$ cat src/rtl/sjfp_pkg.sv
`default_nettype none

package sjfp_pkg;

    localparam int FRAME_BYTES = 5;
    localparam int CENTER_W    = 10;
    localparam logic [CENTER_W-1:0] CENTER = CENTER_W'(512);
    localparam logic [7:0] CMD_BASE = 8'h80;
    localparam logic [1:0] LED_MASK = 2'b11;

    // Configuration register indexes
    localparam int CFG_INDEX_W = 2;
    localparam logic [CFG_INDEX_W-1:0] CFG_DEAD_ZONE  = 2'd0;
    localparam logic [CFG_INDEX_W-1:0] CFG_DIR_ENABLE = 2'd1;
    localparam logic [CFG_INDEX_W-1:0] CFG_LED_BITS   = 2'd2;
    localparam int CFG_DATA_W = 8;

    // Direction codes
    localparam logic [2:0] DIR_NONE   = 3'd0;
    localparam logic [2:0] DIR_X_HIGH = 3'd1;
    localparam logic [2:0] DIR_X_LOW  = 3'd2;
    localparam logic [2:0] DIR_Y_HIGH = 3'd3;
    localparam logic [2:0] DIR_Y_LOW  = 3'd4;

    // Request function codes
    localparam logic FUNC_STEP = 1'b0;
    localparam logic FUNC_READ = 1'b1;

    typedef struct packed {
        logic       func;
        logic       byte_done;
        logic [7:0] rx_byte;
    } sjfp_in_t;

    typedef struct packed {
        logic        chip_select;
        logic        send_valid;
        logic [7:0]  send_byte;
        logic [15:0] x_value;
        logic [15:0] y_value;
        logic [7:0]  buttons;
        logic [2:0]  direction;
    } sjfp_out_t;

endpackage

`default_nettype wire

$ cat src/rtl/sjfp_out_buf.sv
`default_nettype none

// Two-entry output buffer: main register plus skid register.
module sjfp_out_buf
    import sjfp_pkg::*;
(
    input  wire logic      clk,
    input  wire logic      rst_n,
    input  wire logic      push_valid,
    output logic           push_ready,
    input  wire sjfp_out_t push_data,
    output logic           out_valid,
    input  wire logic      out_ready,
    output sjfp_out_t      out_data
);

    logic      main_valid_reg, main_valid_next;
    logic      skid_valid_reg, skid_valid_next;
    sjfp_out_t main_data_reg, main_data_next;
    sjfp_out_t skid_data_reg, skid_data_next;

    logic push;
    logic pop;

    assign push_ready = !skid_valid_reg;
    assign push       = push_valid && push_ready;
    assign pop        = main_valid_reg && out_ready;

    always_comb
    begin
        main_valid_next = main_valid_reg;
        skid_valid_next = skid_valid_reg;
        main_data_next  = main_data_reg;
        skid_data_next  = skid_data_reg;
        if (skid_valid_reg)
        begin
            if (pop)
            begin
                main_data_next  = skid_data_reg;
                skid_valid_next = 1'b0;
            end
        end
        else if (push)
        begin
            if (!main_valid_reg || pop)
            begin
                main_data_next  = push_data;
                main_valid_next = 1'b1;
            end
            else
            begin
                skid_data_next  = push_data;
                skid_valid_next = 1'b1;
            end
        end
        else if (pop)
        begin
            main_valid_next = 1'b0;
        end
    end

    always_ff @(posedge clk or negedge rst_n)
    begin
        if (!rst_n)
        begin
            main_valid_reg <= 1'b0;
            skid_valid_reg <= 1'b0;
        end
        else
        begin
            main_valid_reg <= main_valid_next;
            skid_valid_reg <= skid_valid_next;
        end
    end

    always_ff @(posedge clk)
    begin
        main_data_reg <= main_data_next;
        skid_data_reg <= skid_data_next;
    end

    assign out_valid = main_valid_reg;
    assign out_data  = main_data_reg;

endmodule

`default_nettype wire

$ cat src/rtl/spi_joystick_frame_poller_top.sv
// SPI joystick frame poller: master-side sequencer for a five-byte poll.
// Input channel (in_valid/in_ready/in_data): each request is either a step
// tick (func = 0, with byte_done and rx_byte from the SPI engine) or a read
// request (func = 1) that returns and clears the pending direction code.
// Output channel (out_valid/out_ready/out_data): exactly one result per
// request, carrying chip select, the byte to start, the latest X/Y/buttons
// and, on a read, the direction code.
// Config port: cfg_we/cfg_index/cfg_data, to be written only while the block
// idles; the user must keep to this, as the block itself does not enforce it.
// Throughput: one request per cycle while in_ready is high; the step logic sits
// between the state registers and a two-entry output buffer.
// Receiver stall: the buffer holds the waiting result plus one more; in_ready
// drops once both are full and rises the cycle after a result is taken.
// Reset: chip select high, sequencer in the start phase, frame bytes,
// pending direction and config registers zero, output buffer empty.
`default_nettype none

module spi_joystick_frame_poller_top
    import sjfp_pkg::*;
(
    input  wire logic                   clk,
    input  wire logic                   rst_n,
    input  wire logic                   in_valid,
    output logic                        in_ready,
    input  wire sjfp_in_t               in_data,
    output logic                        out_valid,
    input  wire logic                   out_ready,
    output sjfp_out_t                   out_data,
    input  wire logic                   cfg_we,
    input  wire logic [CFG_INDEX_W-1:0] cfg_index,
    input  wire logic [CFG_DATA_W-1:0]  cfg_data
);

    typedef enum logic [2:0] {
        PH_RX0   = 3'd0,
        PH_RX1   = 3'd1,
        PH_RX2   = 3'd2,
        PH_RX3   = 3'd3,
        PH_RX4   = 3'd4,
        PH_END   = 3'd5,
        PH_START = 3'd6
    } phase_t;

    phase_t     phase_reg, phase_next;
    logic [7:0] frame_reg [FRAME_BYTES];
    logic [7:0] frame_next [FRAME_BYTES];
    logic [2:0] pending_reg, pending_next;
    logic       select_reg, select_next;
    logic [7:0] dead_zone_reg;
    logic       dir_enable_reg;
    logic [1:0] led_bits_reg;

    logic       accept;
    sjfp_out_t  result;

    logic [15:0]         x_cur;
    logic [15:0]         y_cur;
    logic [CENTER_W-1:0] thr_high;
    logic [CENTER_W-1:0] thr_low;

    assign x_cur    = {frame_reg[1], frame_reg[0]};
    assign y_cur    = {frame_reg[3], frame_reg[2]};
    assign thr_high = CENTER + {2'b00, dead_zone_reg};
    assign thr_low  = CENTER - {2'b00, dead_zone_reg};

    always_comb
    begin
        phase_next   = phase_reg;
        pending_next = pending_reg;
        select_next  = select_reg;
        for (int i = 0; i < FRAME_BYTES; i++)
        begin
            frame_next[i] = frame_reg[i];
        end
        result.send_valid = 1'b0;
        result.send_byte  = 8'h00;
        result.direction  = DIR_NONE;

        if (in_data.func == FUNC_READ)
        begin
            result.direction = pending_reg;
            pending_next     = DIR_NONE;
        end
        else
        begin
            case (phase_reg)
                PH_RX0, PH_RX1, PH_RX2, PH_RX3, PH_RX4:
                begin
                    if (in_data.byte_done)
                    begin
                        frame_next[phase_reg] = in_data.rx_byte;
                        // a dummy zero clocks out the next byte, except after the last
                        if (phase_reg != PH_RX4)
                        begin
                            result.send_valid = 1'b1;
                        end
                        phase_next = phase_t'(phase_reg + 3'd1);
                    end
                end
                PH_END:
                begin
                    select_next = 1'b1;
                    phase_next  = PH_START;
                    if (dir_enable_reg)
                    begin
                        // later tests win
                        if (x_cur > {6'b0, thr_high})
                        begin
                            pending_next = DIR_X_HIGH;
                        end
                        if (x_cur < {6'b0, thr_low})
                        begin
                            pending_next = DIR_X_LOW;
                        end
                        if (y_cur > {6'b0, thr_high})
                        begin
                            pending_next = DIR_Y_HIGH;
                        end
                        if (y_cur < {6'b0, thr_low})
                        begin
                            pending_next = DIR_Y_LOW;
                        end
                    end
                end
                PH_START:
                begin
                    select_next       = 1'b0;
                    result.send_valid = 1'b1;
                    result.send_byte  = CMD_BASE | {6'b0, led_bits_reg & LED_MASK};
                    phase_next        = PH_RX0;
                end
                default:
                begin
                    phase_next = phase_reg;
                end
            endcase
        end

        result.chip_select = select_next;
        result.x_value     = {frame_next[1], frame_next[0]};
        result.y_value     = {frame_next[3], frame_next[2]};
        result.buttons     = frame_next[4];
    end

    always_ff @(posedge clk or negedge rst_n)
    begin
        if (!rst_n)
        begin
            phase_reg   <= PH_START;
            pending_reg <= DIR_NONE;
            select_reg  <= 1'b1;
            for (int i = 0; i < FRAME_BYTES; i++)
            begin
                frame_reg[i] <= 8'h00;
            end
        end
        else if (accept)
        begin
            phase_reg   <= phase_next;
            pending_reg <= pending_next;
            select_reg  <= select_next;
            for (int i = 0; i < FRAME_BYTES; i++)
            begin
                frame_reg[i] <= frame_next[i];
            end
        end
    end

    always_ff @(posedge clk or negedge rst_n)
    begin
        if (!rst_n)
        begin
            dead_zone_reg  <= 8'h00;
            dir_enable_reg <= 1'b0;
            led_bits_reg   <= 2'b00;
        end
        else if (cfg_we)
        begin
            case (cfg_index)
                CFG_DEAD_ZONE:  dead_zone_reg  <= cfg_data;
                CFG_DIR_ENABLE: dir_enable_reg <= cfg_data[0];
                CFG_LED_BITS:   led_bits_reg   <= cfg_data[1:0];
                default:
                begin
                    dead_zone_reg <= dead_zone_reg;
                end
            endcase
        end
    end

    assign accept = in_valid && in_ready;

    sjfp_out_buf u_out_buf (
        .clk        (clk),
        .rst_n      (rst_n),
        .push_valid (in_valid),
        .push_ready (in_ready),
        .push_data  (result),
        .out_valid  (out_valid),
        .out_ready  (out_ready),
        .out_data   (out_data)
    );

endmodule

`default_nettype wire

$ cat config.mk
export PLATFORM = sky130hd
export DESIGN_NAME = spi_joystick_frame_poller_top
export DESIGN_NICKNAME = d
export VERILOG_FILES = /design/src/rtl/sjfp_pkg.sv /design/src/rtl/sjfp_out_buf.sv /design/src/rtl/spi_joystick_frame_poller_top.sv
export SDC_FILE = /design/constraint.sdc
export NUM_CORES = 1
export LEC_CHECK = 0
export ABC_AREA = 1
export BUFFER_PORTS_ARGS = -buffer_cell sky130_fd_sc_hd__buf_2
export CAP_MARGIN = 30
export CELL_PAD_IN_SITES_DETAIL_PLACEMENT = 0
export CELL_PAD_IN_SITES_GLOBAL_PLACEMENT = 1
export CORE_UTILIZATION = 45
export DETAILED_ROUTE_END_ITERATION = 10
export GPL_TIMING_DRIVEN = 1
export HOLD_SLACK_MARGIN = 0.15
export PLACE_DENSITY = 0.84
export SYNTH_ARGS = -nofsm -noshare
export SYNTH_HDL_FRONTEND = slang
export SYNTH_SLANG_ARGS = --single-unit
$ cat constraint.sdc
create_clock -name clk -period 4.75 [get_ports clk]
set_input_delay 0.475 -clock clk [delete_from_list [all_inputs] [get_ports clk]]
set_output_delay 0.475 -clock clk [all_outputs]
set_load 0.005 [all_outputs]
After elaboration in Yosys (flattened, before gate mapping)
Index checks and enable logic that the tools add are counted.
W data, S select, Z words.
{"block": "classes", "n_reduce_logical": 24, "eq_ne": 12, "mux": 34, "magnitude_cmp": 6, "add_sub_neg": 3, "n_bitwise": 4}
{"operator": "$mux W53", "count": 4}
{"operator": "$mux W40", "count": 3}
{"operator": "$bwmux W40", "count": 1}
{"operator": "$gt A16 B10 Y1", "count": 2}
{"operator": "$lt A16 B10 Y1", "count": 2}
{"operator": "$mux W3", "count": 9}
{"operator": "$demux W8 S3", "count": 1}
{"operator": "$mux W8", "count": 2}
{"operator": "$add A10 B8 Y10 const A", "count": 1}
{"operator": "$mux W1", "count": 10}
{"operator": "$reduce_bool A2 Y1", "count": 5}
{"operator": "$sub A10 B8 Y10 const A", "count": 1}
{"operator": "$eq A3 B3 Y1 const B", "count": 3}
{"operator": "$mux W9", "count": 1}
{"operator": "$pmux W3 S3", "count": 1}
{"operator": "$reduce_and A3 Y1", "count": 3}
{"operator": "$reduce_and A4 Y1", "count": 2}
{"operator": "$eq A3 B2 Y1 const B", "count": 2}
{"operator": "$reduce_and A2 Y1", "count": 3}
{"operator": "$reduce_bool A5 Y1", "count": 1}
{"operator": "$reduce_or A5 Y1", "count": 1}
{"operator": "$ge A4 B4 Y1 const B", "count": 1}
{"operator": "$lt A4 B1 Y1 const B", "count": 1}
{"operator": "$ne A2 B2 Y1 const B", "count": 2}
{"operator": "15 further kinds", "count": 21}
{"block": "totals", "out_inout_bits": 55, "in_bits": 25, "word_cells": 110, "reg_bits": 166}

Longest topological paths before layout
Gate-level depths: netlist (run 1).
{"block": "depth", "depth_word": 12, "ltp_mapped": 20, "ltp_nobuf": 20}

Modules after synthesis
From an unflattened synthesis (run 1), not the netlist that was laid out.
{"block": "unflattened", "cells_unflattened": 841, "hier_area_um2": 8005.2}
{"module": "spi_joystick_frame_poller_top", "n_inst": 1, "cells_per_inst": 547, "seq_area_each_um2": 1455.1, "area_per_inst_um2": 4030.1}
{"module": "sjfp_out_buf", "n_inst": 1, "cells_per_inst": 294, "seq_area_each_um2": 3233.1, "area_per_inst_um2": 3975.1}

Worst setup path after synthesis (run 1)
No wires, ideal clock.
{"block": "synth_path", "path_type": "register -> register", "from": "register u_out_buf.skid_valid_reg", "to": "register u_out_buf.main_data_reg, in the netlist u_out_buf.out_data[0], enable pin", "path_slack_ps": 1437, "stages_incl_launch_ff": 7, "path_buffers": 1, "setup_time_ps": 454, "t_arrival_ps": 2860, "required_ps": 4296, "synth_period_minus_slack_ps": 3313, "cell_sequence": "dfrtp_1 > inv_2 > nand2_1 > buf_4 > inv_2 > a21oi_1 > nor2_1"}
{"block": "synth_via", "elab_chain_len": 4, "elab_cells_between_ends": 6, "classes_between": "1 x eq/ne; 5 x reduce/logical"}
{"item": "start, declared", "line_no": "sjfp_out_buf.sv:18", "source": "logic skid_valid_reg, skid_valid_next;"}
{"item": "start signal, assigned", "line_no": "sjfp_out_buf.sv:72", "source": "skid_valid_reg <= skid_valid_next;"}
{"item": "$logic_not A1 Y1", "line_no": "sjfp_out_buf.sv:25", "source": "assign push_ready = !skid_valid_reg;"}
{"item": "via in_ready", "line_no": "spi_joystick_frame_poller_top.sv:24", "source": "output logic in_ready,"}
{"item": "$logic_and A1 B1 Y1", "line_no": "sjfp_out_buf.sv:26", "source": "assign push = push_valid && push_ready;"}
{"item": "$reduce_bool A2 Y1 (no line)"}
{"item": "$reduce_and A3 Y1 (no line)"}
{"item": "end signal, assigned", "line_no": "sjfp_out_buf.sv:78", "source": "main_data_reg <= main_data_next;"}
{"item": "end, declared", "line_no": "sjfp_out_buf.sv:19", "source": "sjfp_out_t main_data_reg, main_data_next;"}
The timed path passes the listed nets, and every way through them passes these cells.
A chain may end at the register's enable or synchronous reset.

Final worst setup path (run 1)
{"block": "layout_path", "from": "register dead_zone_reg[2]", "to": "register pending_reg[2]"}
{"block": "layout_via", "elab_chain_len": 8, "elab_cells_between_ends": 14, "classes_between": "2 x add/sub; 4 x order compare; 6 x mux; 2 x reduce/logical"}
{"item": "start, declared", "line_no": "spi_joystick_frame_poller_top.sv:49", "source": "logic [7:0] dead_zone_reg;"}
{"item": "start signal, assigned", "line_no": "spi_joystick_frame_poller_top.sv:180", "source": "CFG_DEAD_ZONE: dead_zone_reg <= cfg_data;"}
{"item": "start signal, assigned", "line_no": "spi_joystick_frame_poller_top.sv:185", "source": "dead_zone_reg <= dead_zone_reg;"}
{"item": "$sub A10 B8 Y10", "line_no": "spi_joystick_frame_poller_top.sv:64", "source": "assign thr_low = CENTER - {2'b00, dead_zone_reg};"}
{"item": "$lt A16 B10 Y1", "line_no": "spi_joystick_frame_poller_top.sv:111", "source": "if (x_cur < {6'b0, thr_low})"}
{"item": "$mux W3", "line_no": "spi_joystick_frame_poller_top.sv:111"}
{"item": "$mux W3", "line_no": "spi_joystick_frame_poller_top.sv:115", "source": "if (y_cur > {6'b0, thr_high})"}
{"item": "$mux W3", "line_no": "spi_joystick_frame_poller_top.sv:119", "source": "if (y_cur < {6'b0, thr_low})"}
{"item": "$mux W3", "line_no": "spi_joystick_frame_poller_top.sv:104", "source": "if (dir_enable_reg)"}
{"item": "$mux W3", "line_no": "spi_joystick_frame_poller_top.sv:86", "source": "case (phase_reg)"}
{"item": "$mux W3", "line_no": "spi_joystick_frame_poller_top.sv:79", "source": "if (in_data.func == FUNC_READ)"}
{"item": "end signal, assigned", "line_no": "spi_joystick_frame_poller_top.sv:160", "source": "pending_reg <= pending_next;"}
{"item": "end, declared", "line_no": "spi_joystick_frame_poller_top.sv:47", "source": "logic [2:0] pending_reg, pending_next;"}
Several ways; a longest one is shown, not always the timed one. The select of a mux whose other input is x is not followed.

==> summary.txt, run 1 <==
Area growth syn-to-layout: 15.83%
Hold Buf Count CTS: 0
Final HPWL DP: 11120 µm
Worst-path maximum fanout: 4
Clk root buf: clkbuf_16
Die height: 131.7 µm
RSZ-0062 raised after global routing: no
Total routed wirelength: 15850 µm
Register bit total from synthesis: 156
Post-synthesis mux area share: 0
Count of maximum capacitance violations: 0
Met1 Use GR: 0.2780
Post-Synth Simple-Gate Area: 0.1545
Slew Limit Fails: 0
Top_reg_cell synth: edfxtp_1
Final worst-path cycle share: 0.5175
# nets final: 935
Layer carrying the most global-route usage: met2
Clk slew on worst S/H paths: 60 ps
Hold Fails Final Rpt: 0
Critical-path cell list: nor2_2 > nand3_2 > inv_1 > nand3_1 > ha_1 > a2111oi_0 > nand2_2 > nand3_2 > nand2_2 > nand2_1 > nand2_1
Compound-Gate Fraction of Synth Area: 0.1219
Latest clock arrival within the worst-skew pair: 430 ps
Total power: 5.340 mW
Initial DRC Count: 382
Number of cell rows: 47
Pwr per Cell Area: 608.8 nW/µm²
Setup violations, final: 0
Max IR drop VDD: 0.0003150 V
Post-route ant nets: 0
Port Buffers: 74
R2r endpoint: pending_reg[2]$_DFFE_PN0P_
Worst-Margin Slew: 960.6 ps
Adder-Cell Fraction of Synth Area: 0.05782
# diodes: 0
Largest net degree at the start of global routing: 94
Drc violations: 0
Average wire per standard cell: 14.30 µm
Share of cells above drive strength 1: 0.1644
Commonest non-fill, non-tap cell in the layout: nand2_1
Synthesized area: 7574 µm²
# IOs: 80
Die Width: 131.7 µm
Total core area: 16520 µm²
Post-synthesis cell count: 802
LEAKAGE: 4.225 nW
Avg Inst Size Synth: 9.443 µm²
Sequential share of the synthesized area: 0.5794
Initial Util: 0.4583
H-tree depth: 4
EDFF count, synth: 96
Delay of the slowest critical-path stage: 550 ps
Worst path arrival time: 2770 ps
Worst setup EP type: flip-flop
RD Place Congestion: 0.8174
P_int: 3.446 mW
GR Util met3: 0.03576
R2R Path Start: dead_zone_reg[2]$_DFFE_PN0P_
Post-cts sizing count: 0
Setup_tns: 0 ps
Reg2Reg Depth: 11
Fin crit period: 2458 ps
Peak Freq: 406.8 MHz
Crit-path slowest cell: a2111oi_0
Vias in the first global route: 5208
Startpoint Class: flip-flop
Seq pwr share: 0.425
Total GRT Usage: 0.1978
Clock share of power: 0.257
Post-CTS Setup Bufs: 0
Hold crit path type: input port to asynchronous set/reset pin
Crit Path Class: flip-flop to flip-flop
Crit path max-delay family: simple AND/OR/NAND/NOR gates
Worst relative slew slack: 0.3581
Skew final: 6.620 ps
DR pass1 iterations: 5
Status: finished clean
Synth async-reset ratio: 0.3846
CTS Buffer Depth: 2
Combinational share of power: 0.318
TritonCTS Buffers: 17
Reg2Reg Setup Slack: 2290 ps
Die area: 17350 µm²
DR vias: 5450
Vias/cell: 4.919
Critical path required time: 5060 ps
Sw Share: 0.3547
WP buf/inv: 1
Commonest non-fill, non-tap cells in the layout: nand2_1 (198), o21ai_0 (127), inv_1 (119)
Gr ovfl total: 0
Netlist cell types: 43
CTS sink cnt: 156
M2 GR Usage: 0.2969
Net switching power: 1.894 mW
Largest family of logic cells by synthesized area: simple AND/OR/NAND/NOR gates
Antenna violations before repair: 0
Synth Area in XOR/XNOR: 0.003469
Synth warn: 0
TritonCTS clock tree: done
First-pass GRT wire length: 26350 µm
## per-stage QoR
stage | area [µm²] | cells | worst slack (ps) | util | hold slack [ps]
2_1_floorplan | 7589 | 806 | 1437 | - | 179.4
3_3_place_gp | 8157 | 1075 | 1993 | 0.4936 | 462.3
3_5_place_dp | 8177 | 1076 | 2291 | 0.4948 | 467.5
4_1_cts | 8772 | 1108 | 2254 | 0.5309 | 253.4
5_1_grt | 8772 | 1108 | 1889 | 0.5309 | 299.3
6_report | 8772 | 1108 | 2292 | 0.5309 | 212.5
## final cells by class
type	count	area, µm²
repair buffers	81	435.4
multi-input cells	494	2594
fillers	1501	7752
clock inverters	14	156.4
well taps	220	275.3
flip-flops and latches	156	4389
clock buffers	18	439.2
inverters	125	483.0
## routing by layer
layer / up-vias / wire length [µm]
li1: 2777 / -
met1: 2497 / 7649
met2: 147 / 7069
met3: 29 / 662
met4: 0 / 468
met5: - / 0
## power by group through the flow
stage                     clock (mW)  sequential [mW]  combinational, mW
after floorplan                    0             2.28               1.10
after global placement             0             2.29               1.65
after detailed placement           0             2.29               1.71
after CTS                       1.39             2.27               1.72
after global routing            1.45             2.32               1.98
final                           1.37             2.27               1.70
## worst max path at each step
stage | to | depth (start not counted) | start | slack (ps)
after floorplan | u_out_buf.out_data[0]$_DFFE_PP_ | 6 | u_out_buf.skid_valid_reg$_DFF_PN0_ | 1440
after global placement | u_out_buf.out_data[22]$_DFFE_PP_ | 4 | u_out_buf.skid_valid_reg$_DFF_PN0_ | 1990
after detailed placement | u_out_buf.out_data[22]$_DFFE_PP_ | 7 | in_data[9] | 2290
after CTS | pending_reg[2]$_DFFE_PN0P_ | 11 | dead_zone_reg[2]$_DFFE_PN0P_ | 2250
after global routing | pending_reg[2]$_DFFE_PN0P_ | 19 | dead_zone_reg[0]$_DFFE_PN0P_ | 1890
final | pending_reg[2]$_DFFE_PN0P_ | 11 | dead_zone_reg[2]$_DFFE_PN0P_ | 2290
## logic make-up after synthesis
group                    Yosys count
XOR/XNOR                           3
AO/OA/AOI/OAI                    173
flip-flops                       156
other                              1
AND/OR/NAND/NOR                  278
adder cells (fa/ha/maj)           35
buffers and inverters            156
## Yosys cell counts, types with 2 or more instances
cell      count  area [µm²]
clkbuf_1     22       82.58
o21ai_1      11       55.05
dfrtp_1      57        1426
nand2_1     199       747.0
ha_1         35       437.9
a21oi_1      22       110.1
nand4_1       8       50.05
nor2_1       32       120.1
edfxtp_1     96        2883
nand3_2       3       30.03
o21ai_0     127       635.6
nand3_1      20       100.1
a211oi_1      2       15.01
buf_4         6       45.04
a21oi_4       2       32.53
dfstp_2       3       78.83
buf_2         2       10.01
nand2_2       4       25.02
nor2_2        2       12.51
xor2_1        3       26.28
nor3_2        2       20.02
inv_2         5       18.77
inv_1       119       446.7
No activity file was read; power rests on OpenSTA's default activity.
==> inputs of run 2 (changes only) <==
==> constraint.sdc (replaced) <==
create_clock -name clk -period 2.4 [get_ports clk]
set_input_delay 0.24 -clock clk [delete_from_list [all_inputs] [get_ports clk]]
set_output_delay 0.24 -clock clk [all_outputs]
set_load 0.005 [all_outputs]
==> run 2 against run 1 <==
  * Clock skew increased by 0.70 ps
  * Sequential power grew 100%
  * Fmax increased by 6.7%
==> summary.txt, run 2 (synthesis gave the netlist of run 1 again) <==
Reg2Reg Depth: 13 (+2)
Fillers: 1466 (-2.3%)
Peak Freq: 434.1 MHz (+6.7%)
Vias/cell: 4.898 (-0.43%)
Antenna violations before repair: 0 (unchanged)
Latest clock arrival within the worst-skew pair: 420 ps (about the same)
Total routed wirelength: 16160 µm (+2.0%)
TritonCTS Buffers: 17 (unchanged)
Average wire per standard cell: 14.25 µm (-0.38%)
Final design utilization: 0.5491 (+0.01825)
Slew Limit Fails: 0 (unchanged)
First-pass GRT wire length: 26210 µm (-0.52%)
Crit Path Class: flip-flop to flip-flop
Pre-CTS setup slack: 114.1 ps (-2177 ps)
Status: finished clean
CTS Buffer Depth: 2 (unchanged)
RSZ-0062 raised after global routing: yes
Worst-path maximum fanout: 3 (-1)
Final HPWL DP: 11450 µm (+3.0%)
# nets final: 961 (+2.8%)
Fin crit period: 2303 ps (-154.8 ps)
Crit path launch: dead_zone_reg[1]$_DFFE_PN0P_
H-tree depth: 4 (unchanged)
# IOs: 80 (unchanged)
Placed Area: 8299 µm² (+1.5%)
Drc violations: 0 (unchanged)
Total GRT Usage: 0.1971 (-0.0007115)
Count of maximum capacitance violations: 0 (unchanged)
TritonCTS clock tree: done
Total core area: 16520 µm² (unchanged)
DR pass1 iterations: 5 (unchanged)
Skew final: 7.320 ps (+0.6996 ps)
Final instance area: 9074 µm² (+3.4%)
Worst relative slew slack: 0.6281 (+0.2700)
Hold crit path type: input port to flip-flop
Gr ovfl total: 0 (unchanged)
Vias in the first global route: 4993 (-4.1%)
Die area: 17350 µm² (unchanged)
Area growth syn-to-layout: 19.81%
Largest net degree at the start of global routing: 69 (-27%)
Setup_tns: 0 ps (unchanged)
Max IR drop VDD: 0.0006259 V (+99%)
RD Place Congestion: 0.8455 (+3.4%)
Clk root buf: clkbuf_16
Commonest non-fill, non-tap cells in the layout: nand2_1 (197), o21ai_0 (127), inv_1 (116)
Die height: 131.7 µm (unchanged)
Worst setup EP type: flip-flop
R2R Path Start: dead_zone_reg[1]$_DFFE_PN0P_
Post-route ant nets: 0 (unchanged)
Worst setup margin: 96.61 ps (-2195 ps)
# diodes: 0 (unchanged)
Critical path required time: 2710 ps (-2350 ps)
Share of cells above drive strength 1: 0.1816 (+0.01720)
Worst path arrival time: 2610 ps (-160 ps)
Commonest non-fill, non-tap cell in the layout: nand2_1
Number of cell rows: 47 (unchanged)
Setup violations, final: 0 (unchanged)
Hold path cells: 3
Die Width: 131.7 µm (unchanged)
Clk slew on worst S/H paths: 60 ps (about the same)
Initial Util: 0.4583 (unchanged)
LEAKAGE: 4.345 nW (+2.9%)
Startpoint Class: flip-flop
Hold Fails Final Rpt: 0 (unchanged)
Hold Startpoint: out_ready
Worst-Margin Slew: 556.4 ps (-404.3 ps)
Final worst-path cycle share: 0.9597 (+0.4422)
Port Buffers: 74 (unchanged)
DR vias: 5554 (+1.9%)
CTS sink cnt: 156 (unchanged)
Initial DRC Count: 387 (+1.3%)
Pwr per Cell Area: 1182 nW/µm² (+94%)
[run 2: cell type report]
class | count | area (µm²) | share of cell area
inverters | 125 | 485.5 | 0.05350
multi-input cells | 494 | 2641 | 0.2911
well taps | 220 | 275.3 | 0.03034
repair buffers | 107 | 683.2 | 0.07529
flip-flops and latches | 156 | 4389 | 0.4837
clock buffers | 18 | 429.2 | 0.04730
clock inverters | 14 | 170.2 | 0.01875
[run 2: critical path: stages, from the launching register on]
cell and delay, ps:
dfrtp_1 410, inv_2 80, buf_4 140, ha_1 280, inv_1 60, nor2_1 30, o21ai_0 130, a21boi_0 100
o21ai_0 370, nand2_1 90, a21oi_1 250, nand3_4 110, nand3_1 80, nand2_1 50
[run 2: power by group]
| part | leakage (nW) | switching (mW) | total [mW] | internal, mW |
|---|---|---|---|---|
| Sequential | 1.69 | 0.509 | 4.54 | 4.03 |
| Combinational | 2.37 | 2.15 | 3.48 | 1.33 |
| Clock | 0.284 | 1.07 | 2.70 | 1.64 |
[run 2: path summary, 6_finish.rpt]
check | to | slack (ps)
worst max-delay path | pending_reg[0]$_DFFE_PN0P_ | 100
worst min-delay path | u_out_buf.skid_valid_reg$_DFF_PN0_ | 170
worst max register to register | pending_reg[0]$_DFFE_PN0P_ | 100
worst min register to register | pending_reg[2]$_DFFE_PN0P_ | 490
max in group asynchronous | phase_reg[2]$_DFFE_PN1P_ | 1420
min in group asynchronous | frame_reg[4]$_DFFE_PN0P_ | 320
[run 2: repair_timing]
action / CTS / global route
gates resized for setup: 0 / 11
hold buffers: 11 / 0
endpoints found under the setup margin: 0 / 3
buffers inserted: 0 / 2
hold endpoints to repair: 28 / 0
[run 2: metrics by stage]
step / hold slack (ps) / std cells / total power [mW]
finish: 168.1 / 1134 / 10.72
global route: 171.8 / 1134 / 11.51
CTS: 155.9 / 1132 / 10.73
detailed placement: 231.1 / 1089 / 7.978
global placement: 233.2 / 1089 / 7.873
floorplan: -55.59 / 806 / 6.695
[run 2: layer usage]
layer | wire [µm] | global-route usage | share of wire | vias up
met2 | 7340 | 0.3042 | 0.45 | 126
met1 | 7877 | 0.2769 | 0.49 | 2577
met5 | 0 | 0 | 0 | -
li1 | - | - | - | 2834
met4 | 287 | 0.07300 | 0.018 | 0
met3 | 655 | 0.03845 | 0.041 | 17
==> inputs of run 3 (changes only) <==
--- a/config.mk
+++ b/config.mk
@@ -14,6 +14,7 @@
 export DETAILED_ROUTE_END_ITERATION = 10
 export GPL_TIMING_DRIVEN = 1
 export HOLD_SLACK_MARGIN = 0.15
+export MAX_ROUTING_LAYER = met4
 export PLACE_DENSITY = 0.84
 export SYNTH_ARGS = -nofsm -noshare
 export SYNTH_HDL_FRONTEND = slang
==> run 3 against run 2 <==
  * Sequential cell count stayed put
  * Core utilization unchanged
  * Combinational power hardly changed
  * Largest power group unchanged
  * Cell count did not move
  * Critical path type unchanged
  * Largest cell class unchanged
  * Die area unchanged
  * Critical endpoint is now pending_reg[1]$_DFFE_PN0P_
==> summary.txt, run 3 (synthesis gave the netlist of run 1 again) <==
Crit-path slowest cell: dfrtp_1
Worst setup EP type: flip-flop
Vias in the first global route: 5000 (+0.14%)
# diodes: 0 (unchanged)
Pwr per Cell Area: 1183 nW/µm² (about the same)
Fin crit period: 2302 ps (-1.418 ps)
Slew Limit Fails: 0 (unchanged)
Antenna violations before repair: 0 (unchanged)
Hold crit path type: input port to flip-flop
# nets final: 961 (unchanged)
Reg2Reg Depth: 14 (+1)
TritonCTS clock tree: done
Die height: 131.7 µm (unchanged)
Total GRT Usage: 0.2033 (+0.006195)
Worst setup margin: 98.03 ps (+1.418 ps)
Finished Layout Cells: 1134 (unchanged)
H-tree depth: 4 (unchanged)
CTS Buffer Depth: 2 (unchanged)
Initial Util: 0.4583 (unchanged)
Worst path arrival time: 2660 ps (+50 ps)
Commonest non-fill, non-tap cells in the layout: nand2_1 (197), o21ai_0 (127), inv_1 (116)
Average wire per standard cell: 14.26 µm (about the same)
Port Buffers: 74 (unchanged)
Clk slew on worst S/H paths: 60 ps (about the same)
Vias/cell: 4.911 (+0.27%)
Drc violations: 0 (unchanged)
Reg2Reg Setup Slack: 100 ps (about the same)
CTS sink cnt: 156 (unchanged)
Hold Fails Final Rpt: 0 (unchanged)
TritonCTS Buffers: 17 (unchanged)
Hold path cells: 3 (unchanged)
Total routed wirelength: 16170 µm (about the same)
Delay of the slowest critical-path stage: 410 ps (about the same)
DR vias: 5569 (+0.27%)
LEAKAGE: 4.345 nW (unchanged)
Share of cells above drive strength 1: 0.1816 (unchanged)
Die area: 17350 µm² (unchanged)
Largest net degree at the start of global routing: 69 (unchanged)
Worst-path maximum fanout: 3 (unchanged)
Hold Startpoint: out_ready
Skew final: 5.357 ps (-1.963 ps)
Clk root buf: clkbuf_16
Gr ovfl total: 0 (unchanged)
RSZ-0062 raised after global routing: yes
Status: finished clean
Pre-CTS setup slack: 114.1 ps (unchanged)
Peak Freq: 434.4 MHz (about the same)
Worst-Margin Slew: 543.8 ps (-12.60 ps)
Post-route ant nets: 0 (unchanged)
RD Place Congestion: 0.8588 (+1.6%)
Setup violations, final: 0 (unchanged)
# IOs: 80 (unchanged)
Area growth syn-to-layout: 19.81% (unchanged)
Max IR drop VDD: 0.0006248 V (-0.17%)
Initial DRC Count: 368 (-4.9%)
Most used cell, CP: nand2_1
Die Width: 131.7 µm (unchanged)
WHS Endpoint: u_out_buf.skid_valid_reg$_DFF_PN0_
First-pass GRT wire length: 26200 µm (about the same)
Total power: 10.73 mW (about the same)
Worst relative slew slack: 0.6337 (+0.005608)
Commonest non-fill, non-tap cell in the layout: nand2_1
Startpoint Class: flip-flop
Placed Cells: 1089 (unchanged)
Final HPWL DP: 11450 µm (unchanged)
DR pass1 iterations: 6 (+1)
Critical path required time: 2760 ps (+50 ps)
Total core area: 16520 µm² (unchanged)
Count of maximum capacitance violations: 0 (unchanged)
R2R Path Start: dead_zone_reg[1]$_DFFE_PN0P_
Latest clock arrival within the worst-skew pair: 420 ps (about the same)
Critical-path cell list: inv_2 > buf_4 > ha_1 > inv_1 > nor2_1 > o21ai_0 > a21boi_0 > o21ai_0 > nand2_1 > a21oi_1 > nand3_4 > nand2_2 > nand2_1 > nand2_1
Setup_tns: 0 ps (unchanged)
Final worst-path cycle share: 0.9592 (about the same)
R2r endpoint: pending_reg[1]$_DFFE_PN0P_
Number of cell rows: 47 (unchanged)
Crit Path Class: flip-flop to flip-flop
[run 3: area by class of cell]
| cell class | instances | area (µm²) |
|---|---|---|
| Fill cell | 1466 | 7451 |
| Sequential cell | 156 | 4389 |
| Multi-Input combinational cell | 494 | 2641 |
| Timing Repair Buffer | 107 | 683.2 |
| Inverter | 125 | 485.5 |
| Clock buffer | 18 | 429.2 |
| Tap cell | 220 | 275.3 |
| Clock inverter | 14 | 170.2 |
[run 3: routing by layer]
layer | up-vias | share of wire | wire (µm) | track usage
li1 | 2831 | - | - | -
met1 | 2563 | 0.48 | 7808 | 0.2772
met2 | 156 | 0.45 | 7342 | 0.3039
met3 | 19 | 0.045 | 723 | 0.03845
met4 | 0 | 0.018 | 297 | 0.07300
met5 | - | 0 | 0 | -
[run 3: stage by stage]
step / hold WS (ps) / cell area [µm²] / util
5_1_grt: 172.2 / 9074 / 0.5491
4_1_cts: 155.9 / 9009 / 0.5452
2_1_floorplan: -55.59 / 7604 / -
6_report: 167.6 / 9074 / 0.5491
3_5_place_dp: 231.1 / 8299 / 0.5022
3_3_place_gp: 233.2 / 8299 / 0.5022
[run 3: timing repair]
action | 4_1_cts | 5_1_grt
hold endpoints to repair | 28 | 0
endpoints found under the setup margin | 0 | 3
buffers inserted | 0 | 2
hold buffers | 11 | 0
gates resized for setup | 0 | 11
[run 3: power breakdown]
part           internal (mW)  total [mW]  switching [mW]  leakage (nW)
clock network           1.64        2.70            1.07         0.284
logic                   1.33        3.49            2.16          2.37
registers               4.03        4.54           0.509          1.69
[run 3: how the worst max path moves through the flow]
| stage | from | endpoint | slack (ps) | cells past startpoint |
|---|---|---|---|---|
| final | dead_zone_reg[1]$_DFFE_PN0P_ | pending_reg[1]$_DFFE_PN0P_ | 100 | 14 |
| after global routing | dead_zone_reg[1]$_DFFE_PN0P_ | pending_reg[2]$_DFFE_PN0P_ | -140 | 19 |
| after CTS | dead_zone_reg[1]$_DFFE_PN0P_ | pending_reg[0]$_DFFE_PN0P_ | 90 | 19 |
| after detailed placement | dead_zone_reg[1]$_DFFE_PN0P_ | pending_reg[0]$_DFFE_PN0P_ | 110 | 19 |
| after global placement | dead_zone_reg[2]$_DFFE_PN0P_ | pending_reg[2]$_DFFE_PN0P_ | 150 | 11 |
| after floorplan | dead_zone_reg[0]$_DFFE_PN0P_ | pending_reg[0]$_DFFE_PN0P_ | 250 | 19 |
[run 3: worst max-delay path, delay by kind of cell (launching register included)]
family	cells	cell delay (ps)
adders and majority gates	1	280
and+or+nand+nor	6	410
DFF	1	410
AOI/OAI and AO/OA	4	860
buffers and inverters	3	280
